### src/design/tpm_pkg.sv
// ----------------------------------------------------------------------------
// tpm_pkg
// types, constants and codes shared by the timed motor move block
// ----------------------------------------------------------------------------
`timescale 1ns / 1ps
`default_nettype none

package tpm_pkg;

  localparam int TIME_WIDTH  = 32;
  localparam int ANGLE_WIDTH = 16;

  localparam int DUTY_W   = 8;
  localparam int RPM_W    = 10;
  localparam int GEAR_W   = 16;
  localparam int CFG_W    = 16;
  localparam int CFG_AW   = 3;
  localparam int DSUM_W   = DUTY_W + 2;
  localparam int RG_W     = RPM_W + GEAR_W;
  localparam int DIV_W    = RG_W + DSUM_W;

  localparam int SCALE_W  = 20;
  localparam logic [SCALE_W-1:0] SCALE = SCALE_W'(680000);

  localparam int NUM_W    = ANGLE_WIDTH + SCALE_W;
  localparam int CNT_W    = $clog2(NUM_W);
  localparam int EXT_W    = ((NUM_W > TIME_WIDTH) ? NUM_W : TIME_WIDTH) + 1;

  localparam int S_DATA_W = ((ANGLE_WIDTH + 7) / 8) * 8;
  localparam int RES_W    = 2 * DUTY_W + 2 + 1;
  localparam int M_DATA_W = ((RES_W + 7) / 8) * 8;

  localparam logic [CFG_AW-1:0] CFG_START_DUTY  = CFG_AW'(0);
  localparam logic [CFG_AW-1:0] CFG_CRUISE_DUTY = CFG_AW'(1);
  localparam logic [CFG_AW-1:0] CFG_STOP_DUTY   = CFG_AW'(2);
  localparam logic [CFG_AW-1:0] CFG_MOTOR_RPM   = CFG_AW'(3);
  localparam logic [CFG_AW-1:0] CFG_GEAR_RATIO  = CFG_AW'(4);

  localparam logic FUNC_MOVE = 1'b0;
  localparam logic FUNC_TICK = 1'b1;

  typedef enum logic [1:0] {
    PH_IDLE   = 2'd0,
    PH_ACCEL  = 2'd1,
    PH_CRUISE = 2'd2,
    PH_DECEL  = 2'd3
  } phase_t;

  typedef enum logic [2:0] {
    ST_IDLE,
    ST_DECIDE,
    ST_MUL2,
    ST_CHECK,
    ST_DIV,
    ST_LOAD,
    ST_EMIT
  } ctrl_state_t;

  typedef struct packed {
    logic cap;
    logic do_tick;
    logic set_ignored;
    logic mul1;
    logic mul2;
    logic div_start;
    logic div_step;
    logic load_move;
    logic emit;
  } dp_cmd_t;

  typedef struct packed {
    logic is_tick;
    logic busy;
    logic mag_zero;
    logic div_zero;
    logic div_last;
    logic out_free;
  } dp_stat_t;

endpackage

`default_nettype wire

### src/design/tpm_ctrl.sv
// ----------------------------------------------------------------------------
// tpm_ctrl
// sequencer for one item: decode, multiply, divide, load, emit result
// ----------------------------------------------------------------------------
`timescale 1ns / 1ps
`default_nettype none

module tpm_ctrl
  import tpm_pkg::*;
(
  input  wire logic     clk,
  input  wire logic     rst,
  input  wire logic     s_tvalid,
  output logic          s_tready,
  input  wire dp_stat_t stat,
  output dp_cmd_t       cmd
);

  ctrl_state_t state, state_next;

  always_ff @(posedge clk) begin
    if (rst) begin
      state <= ST_IDLE;
    end else begin
      state <= state_next;
    end
  end

  always_comb begin
    state_next = state;
    cmd        = '0;
    s_tready   = 1'b0;
    unique case (state)
      ST_IDLE: begin
        s_tready = !rst;
        if (s_tvalid && !rst) begin
          cmd.cap    = 1'b1;
          state_next = ST_DECIDE;
        end
      end
      ST_DECIDE: begin
        if (stat.is_tick) begin
          cmd.do_tick = 1'b1;
          state_next  = ST_EMIT;
        end else if (stat.busy) begin
          cmd.set_ignored = 1'b1;
          state_next      = ST_EMIT;
        end else if (stat.mag_zero) begin
          state_next = ST_EMIT;
        end else begin
          cmd.mul1   = 1'b1;
          state_next = ST_MUL2;
        end
      end
      ST_MUL2: begin
        cmd.mul2   = 1'b1;
        state_next = ST_CHECK;
      end
      ST_CHECK: begin
        if (stat.div_zero) begin
          cmd.set_ignored = 1'b1;
          state_next      = ST_EMIT;
        end else begin
          cmd.div_start = 1'b1;
          state_next    = ST_DIV;
        end
      end
      ST_DIV: begin
        cmd.div_step = 1'b1;
        if (stat.div_last) begin
          state_next = ST_LOAD;
        end
      end
      ST_LOAD: begin
        cmd.load_move = 1'b1;
        state_next    = ST_EMIT;
      end
      ST_EMIT: begin
        if (stat.out_free) begin
          cmd.emit   = 1'b1;
          state_next = ST_IDLE;
        end
      end
      default: begin
        state_next = ST_IDLE;
      end
    endcase
  end

endmodule

`default_nettype wire

### src/design/tpm_dp.sv
// ----------------------------------------------------------------------------
// tpm_dp
// registers, phase timer, multipliers, restoring divider and result register
// ----------------------------------------------------------------------------
`timescale 1ns / 1ps
`default_nettype none

module tpm_dp
  import tpm_pkg::*;
(
  input  wire logic                   clk,
  input  wire logic                   rst,
  input  wire logic                   cfg_we,
  input  wire logic [CFG_AW-1:0]      cfg_addr,
  input  wire logic [CFG_W-1:0]       cfg_wdata,
  input  wire logic [S_DATA_W-1:0]    s_tdata,
  input  wire logic [0:0]             s_tuser,
  output logic                        m_tvalid,
  input  wire logic                   m_tready,
  output logic [M_DATA_W-1:0]         m_tdata,
  input  wire dp_cmd_t                cmd,
  output dp_stat_t                    stat
);

  logic [DUTY_W-1:0]      start_duty, cruise_duty, stop_duty;
  logic [RPM_W-1:0]       motor_rpm;
  logic [GEAR_W-1:0]      gear_ratio_q8;

  phase_t                 phase_now;
  logic                   dir_forward;
  logic [TIME_WIDTH-1:0]  ticks_left;
  logic [TIME_WIDTH-1:0]  phase_length;

  logic                   func_reg;
  logic [ANGLE_WIDTH-1:0] angle_reg;
  logic                   ignored;

  logic [NUM_W-1:0]       num_reg;
  logic [RG_W-1:0]        rg_reg;
  logic [DIV_W-1:0]       divisor;
  logic [DIV_W-1:0]       rem;
  logic [NUM_W-1:0]       quo;
  logic [CNT_W-1:0]       cnt;

  logic [ANGLE_WIDTH-1:0] mag;
  logic [DSUM_W-1:0]      dsum;
  logic [DIV_W:0]         rem_sh;
  logic                   qbit;
  logic [EXT_W-1:0]       quo_ext;
  logic [TIME_WIDTH-1:0]  len;
  logic [TIME_WIDTH-1:0]  tl_dec;
  logic [DUTY_W-1:0]      duty;
  logic [DUTY_W-1:0]      in1_duty, in2_duty;

  assign mag  = angle_reg[ANGLE_WIDTH-1] ? (~angle_reg + 1'b1) : angle_reg;
  assign dsum = DSUM_W'(start_duty) + DSUM_W'(cruise_duty) + DSUM_W'(stop_duty);

  assign rem_sh = {rem, quo[NUM_W-1]};
  assign qbit   = (rem_sh >= {1'b0, divisor});

  assign quo_ext = EXT_W'(quo);
  assign len     = (quo_ext > EXT_W'({TIME_WIDTH{1'b1}})) ? {TIME_WIDTH{1'b1}}
                                                            : quo_ext[TIME_WIDTH-1:0];
  assign tl_dec  = (ticks_left != '0) ? (ticks_left - 1'b1) : '0;

  always_comb begin
    unique case (phase_now)
      PH_ACCEL:  duty = start_duty;
      PH_CRUISE: duty = cruise_duty;
      PH_DECEL:  duty = stop_duty;
      default:   duty = '0;
    endcase
  end

  assign in1_duty = dir_forward ? duty : '0;
  assign in2_duty = dir_forward ? '0 : duty;

  assign stat.is_tick  = (func_reg == FUNC_TICK);
  assign stat.busy     = (phase_now != PH_IDLE);
  assign stat.mag_zero = (angle_reg == '0);
  assign stat.div_zero = (divisor == '0);
  assign stat.div_last = (cnt == CNT_W'(NUM_W - 1));
  assign stat.out_free = !m_tvalid || m_tready;

  // configuration registers
  always_ff @(posedge clk) begin
    if (rst) begin
      start_duty    <= DUTY_W'(100);
      cruise_duty   <= DUTY_W'(200);
      stop_duty     <= DUTY_W'(100);
      motor_rpm     <= RPM_W'(60);
      gear_ratio_q8 <= GEAR_W'(256);
    end else if (cfg_we) begin
      unique case (cfg_addr)
        CFG_START_DUTY:  start_duty    <= cfg_wdata[DUTY_W-1:0];
        CFG_CRUISE_DUTY: cruise_duty   <= cfg_wdata[DUTY_W-1:0];
        CFG_STOP_DUTY:   stop_duty     <= cfg_wdata[DUTY_W-1:0];
        CFG_MOTOR_RPM:   motor_rpm     <= cfg_wdata[RPM_W-1:0];
        CFG_GEAR_RATIO:  gear_ratio_q8 <= cfg_wdata[GEAR_W-1:0];
        default: ;
      endcase
    end
  end

  // move state
  always_ff @(posedge clk) begin
    if (rst) begin
      phase_now    <= PH_IDLE;
      dir_forward  <= 1'b0;
      ticks_left   <= '0;
      phase_length <= '0;
    end else if (cmd.do_tick && phase_now != PH_IDLE) begin
      if (tl_dec == '0) begin
        if (phase_now == PH_DECEL) begin
          phase_now  <= PH_IDLE;
          ticks_left <= '0;
        end else begin
          phase_now  <= phase_t'(phase_now + 2'd1);
          ticks_left <= phase_length;
        end
      end else begin
        ticks_left <= tl_dec;
      end
    end else if (cmd.load_move && len != '0) begin
      phase_now    <= PH_ACCEL;
      dir_forward  <= ~angle_reg[ANGLE_WIDTH-1];
      phase_length <= len;
      ticks_left   <= len;
    end
  end

  // captured item and working registers
  always_ff @(posedge clk) begin
    if (cmd.cap) begin
      func_reg  <= s_tuser[0];
      angle_reg <= s_tdata[ANGLE_WIDTH-1:0];
    end
    if (cmd.cap) begin
      ignored <= 1'b0;
    end else if (cmd.set_ignored) begin
      ignored <= 1'b1;
    end
    if (cmd.mul1) begin
      num_reg <= NUM_W'(mag) * NUM_W'(SCALE);
      rg_reg  <= RG_W'(motor_rpm) * RG_W'(gear_ratio_q8);
    end
    if (cmd.mul2) begin
      divisor <= DIV_W'(rg_reg) * DIV_W'(dsum);
    end
    if (cmd.div_start) begin
      rem <= '0;
      quo <= num_reg;
      cnt <= '0;
    end else if (cmd.div_step) begin
      rem <= qbit ? DIV_W'(rem_sh - {1'b0, divisor}) : rem_sh[DIV_W-1:0];
      quo <= {quo[NUM_W-2:0], qbit};
      cnt <= cnt + 1'b1;
    end
  end

  // result register
  always_ff @(posedge clk) begin
    if (rst) begin
      m_tvalid <= 1'b0;
    end else if (cmd.emit) begin
      m_tvalid <= 1'b1;
    end else if (m_tready) begin
      m_tvalid <= 1'b0;
    end
  end

  always_ff @(posedge clk) begin
    if (cmd.emit) begin
      m_tdata <= M_DATA_W'({ignored, phase_now, in2_duty, in1_duty});
    end
  end

endmodule

`default_nettype wire

### src/design/three_phase_timed_motor_move_top.sv
// ----------------------------------------------------------------------------
// three_phase_timed_motor_move_top
// timed accelerate / cruise / decelerate move of one h-bridge motor
// ----------------------------------------------------------------------------
// sequence: a tick, a move while busy or a zero angle goes from decode to the
//   output register, a zero divisor after the two multiplies; any other move
//   also runs the 36-step divider and loads the move before its result beat
// throughput: one item at a time; the next beat is taken once the result
//   sits in the output register, which holds it until taken
// reset: synchronous, clears the move state, loads register defaults
`timescale 1ns / 1ps
`default_nettype none

module three_phase_timed_motor_move_top
  import tpm_pkg::*;
(
  input  wire logic                clk,
  input  wire logic                rst,
  input  wire logic                cfg_we,
  input  wire logic [CFG_AW-1:0]   cfg_addr,
  input  wire logic [CFG_W-1:0]    cfg_wdata,
  input  wire logic                s_tvalid,
  output logic                     s_tready,
  input  wire logic [S_DATA_W-1:0] s_tdata,   // angle_sixteenths
  input  wire logic [0:0]          s_tuser,   // func
  output logic                     m_tvalid,
  input  wire logic                m_tready,
  output logic [M_DATA_W-1:0]      m_tdata    // in1_duty, in2_duty, move_phase, cmd_ignored
);

  dp_cmd_t  cmd;
  dp_stat_t stat;

  tpm_ctrl u_ctrl (
    .clk      (clk),
    .rst      (rst),
    .s_tvalid (s_tvalid),
    .s_tready (s_tready),
    .stat     (stat),
    .cmd      (cmd)
  );

  tpm_dp u_dp (
    .clk       (clk),
    .rst       (rst),
    .cfg_we    (cfg_we),
    .cfg_addr  (cfg_addr),
    .cfg_wdata (cfg_wdata),
    .s_tdata   (s_tdata),
    .s_tuser   (s_tuser),
    .m_tvalid  (m_tvalid),
    .m_tready  (m_tready),
    .m_tdata   (m_tdata),
    .cmd       (cmd),
    .stat      (stat)
  );

endmodule

`default_nettype wire
### config.mk
export PLATFORM = sky130hd
export DESIGN_NAME = three_phase_timed_motor_move_top
export DESIGN_NICKNAME = d
export VERILOG_FILES = /design/src/design/tpm_pkg.sv /design/src/design/tpm_ctrl.sv /design/src/design/tpm_dp.sv /design/src/design/three_phase_timed_motor_move_top.sv
export SDC_FILE = /design/constraint.sdc
export NUM_CORES = 2
export LEC_CHECK = 0
export BUFFER_PORTS_ARGS = -buffer_cell sky130_fd_sc_hd__buf_4
export CORE_UTILIZATION = 44
export DETAILED_ROUTE_END_ITERATION = 16
export GPL_ROUTABILITY_DRIVEN = 1
export PLACE_DENSITY = 0.55
export SETUP_SLACK_MARGIN = 0.5
export SYNTH_ARGS = -nofsm -noshare
export SYNTH_HDL_FRONTEND = slang
export SYNTH_SLANG_ARGS = --single-unit
### constraint.sdc
create_clock -name clk -period 10.8 [get_ports clk]
set_input_delay 1.08 -clock clk [delete_from_list [all_inputs] [get_ports clk]]
set_output_delay 1.08 -clock clk [all_outputs]
set_load 0.03 [all_outputs]
==> flow_metrics.tcl <==
set metrics [dict create \
    status "complete, no violations" \
    portBuffers 61 \
    cts-hold-fix-buffers 0 \
    clock-sinks 328 \
    antenna_found_initial 0 \
    coreArea_um2 71900 \
    endpoint_kind "register" \
    chipWidth_um 272 \
    wl_per_cell_um 18.1 \
    worst_slew_pin_slew_ps 1190 \
    ys_seq_area_share_pct 25.6 \
    top_regs "u_dp.divisor x36, u_dp.quo x36, u_dp.rem x36" \
    final-setup-viol-count 0 \
    diodes 0 \
    hold_path.class "reg2reg" \
    rsz0062_at_grt "false" \
    multi_input_area_um2 21600 \
    clkLatencyLatePin_ps 580 \
    drtIter0Drc 1480 \
    synthTopCellsByArea "fa_1 21%, edfxtp_1 15%, ha_1 12%" \
    fp.dieH_um 272 \
    ant_nets 0 \
    whs_ps 448 \
    grt-ovfl-total 0 \
    irDropWorstVdd_v 0.000290 \
    async_flop_share_pct 0 \
    critPathKind "reg2reg" \
    synth_edf_count 164 \
    grt_usage_pct 22.0 \
    arrival_ps 9320 \
    min_from "u_dp.ignored$_SDFFE_PP0P_" \
    fillers 6870 \
    syn-instance-count 3461 \
    place_hpwl_um 61900 \
    post-route-period-util_pct 83.3 \
    grt_pass1_wl_um 131000 \
    dr_total_vias 24186 \
    p_per_area_nw_per_um2 277 \
    p_total_mw 9.63 \
    netlist_top_cells_count "449 x inv_1, 432 x nand2_1, 331 x fa_1" \
    grt_pass1_vias 24729 \
    hold_viol 0 \
    rows 98 \
    p_leak_nw 16.2 \
    ios 67 \
    crit_fanout 26 \
    fin_nets 4088 \
    cts.repair.resized 0 \
    critPathLaunchType "register" \
    critPathMaxStageDelay_ps 930 \
    fin_crit_ps 9000 \
    synth_most_common_cell "inv_1" \
    root_buffer "clkbuf_16" \
    yosysTopAreaCell "fa_1" \
    cp_common_cell "fa_1" \
    register_area_um2 8210 \
    skew_ps 43.6 \
    drive_gt1_share_pct 6.84 \
    avgViaCountPerCell 5.49 \
    path_clk_slew_ps 60 \
    worst_path_max_delay_cell "xnor2_2" \
    max_slew_margin_pct 18.9 \
    yosysWarnings 0 \
    synthesis.area_um2 32100 \
    drcViolationCount 0 \
    ys.flop_type "edfxtp_1" \
    grt_max_degree 64 \
    start_util_pct 44.6 \
    wirelength_um 79500 \
    htreeDepth 2 \
    post_cts_buffers 0 \
    synth_seq_cells 328 \
    syn_area_per_cell_um2 9.27 \
    tritoncts "done" \
    worstPathRequired_ps 11120 \
    tns_ps 0 \
    cts_buffers 41 \
    yosysUniqueCellTypes 76 \
    synth.top_cell.area_share_pct 20.7 \
    regToRegStartpoint "u_dp.start_duty[0]$_SDFFE_PP0P_" \
    drv_slew 0 \
    drv_cap 0 \
    die-area_um2 74000 \
    crit_start "u_dp.start_duty[0]$_SDFFE_PP0P_" \
    gp_congestion 0.847 \
    first_pass_iters 7 \
    area_growth_pct 8.48 \
    clk_path_buf_depth 3 \
    timing.fmax_ghz 0.111 \
]
[logic make-up (layout without fill, tap and decap cells)]
| group | after synthesis | in the layout | share of synthesized area, % |
|---|---|---|---|
| AO/OA/AOI/OAI | 598 | 598 | 11.8 |
| XOR/XNOR | 150 | 150 | 4.10 |
| adder cells (fa/ha/maj) | 628 | 628 | 32.2 |
| buffers and inverters | 621 | 608 | 7.37 |
| flip-flops | 328 | 328 | 25.6 |
| multiplexers | 71 | 71 | 2.34 |
| other | 1 | 5 | 0.0117 |
| AND/OR/NAND/NOR | 1064 | 1064 | 16.5 |
[metrics by stage]
step	setup WS, ps	area [um2]	util (%)	instances
3_5_place_dp	1860	33300	46.4	4326
3_3_place_gp	1980	33300	46.4	4326
5_1_grt	1080	34800	48.4	4402
4_1_cts	1810	34800	48.4	4402
2_1_floorplan	2900	32100	-	3465
6_report	1800	34800	48.4	4402
[worst max-delay path, delay by kind of cell, from the launching register on]
kind / cells / cell delay [ps]
AO/OA/AOI/OAI: 13 / 2510
XOR/XNOR: 2 / 1010
adder cells (fa/ha/maj): 9 / 3930
buffers and inverters: 4 / 210
flip-flops: 1 / 370
AND/OR/NAND/NOR: 4 / 720
[where the power goes]
group / switching, mW / total [mW] / internal, mW
Sequential: 0.168 / 1.92 / 1.75
Clock: 0.582 / 1.46 / 0.882
Combinational: 3.58 / 6.25 / 2.67
[cell usage in the layout (no fill, tap or decap), drive strengths merged, types with 20 or more instances in the layout]
cell type,synthesis,layout
a211oi,21,21
nand4,23,23
nand2b,22,22
nor2,116,116
a31oi,26,26
fa,331,331
edfxtp,164,164
mux2i,39,39
xnor2,108,108
o21ai,124,124
clkbuf,138,55
nor4,31,31
buf,34,83
inv,449,451
a211o,31,31
nor2b,21,21
nor3,47,47
ha,297,297
o21a,20,20
a21o,59,59
and2,209,209
xor2,42,42
dfxtp,164,164
mux2,32,32
nand3,55,55
a21oi,202,202
nand2,432,432
[layer usage]
metal,track usage (%),wire length [um]
met5,0,0
met4,5.72,1850
met3,2.29,3000
met2,37.6,38700
met1,29.6,36000
[area by class of cell]
class                           instances  share of cell area (%)
Sequential cell                       328                    23.6
Inverter                              449                    4.84
Tap cell                              950                    3.42
Timing Repair Buffer                   83                    1.79
Clock inverter                         21                   0.662
Clock buffer                           55                    3.55
Multi-Input combinational cell       2516                    62.2
[final timing paths]
kind                                                   end  slack (ps)  cells past startpoint
worst max-delay path            u_dp.divisor[35]$_DFFE_PP_        1800                     32
worst min-delay path            u_dp.m_tdata[18]$_DFFE_PP_         450                      0
worst max register to register  u_dp.divisor[35]$_DFFE_PP_        1800                     32
worst min register to register  u_dp.m_tdata[18]$_DFFE_PP_         450                      0
Note: power is estimated with default switching activity, not from simulation.
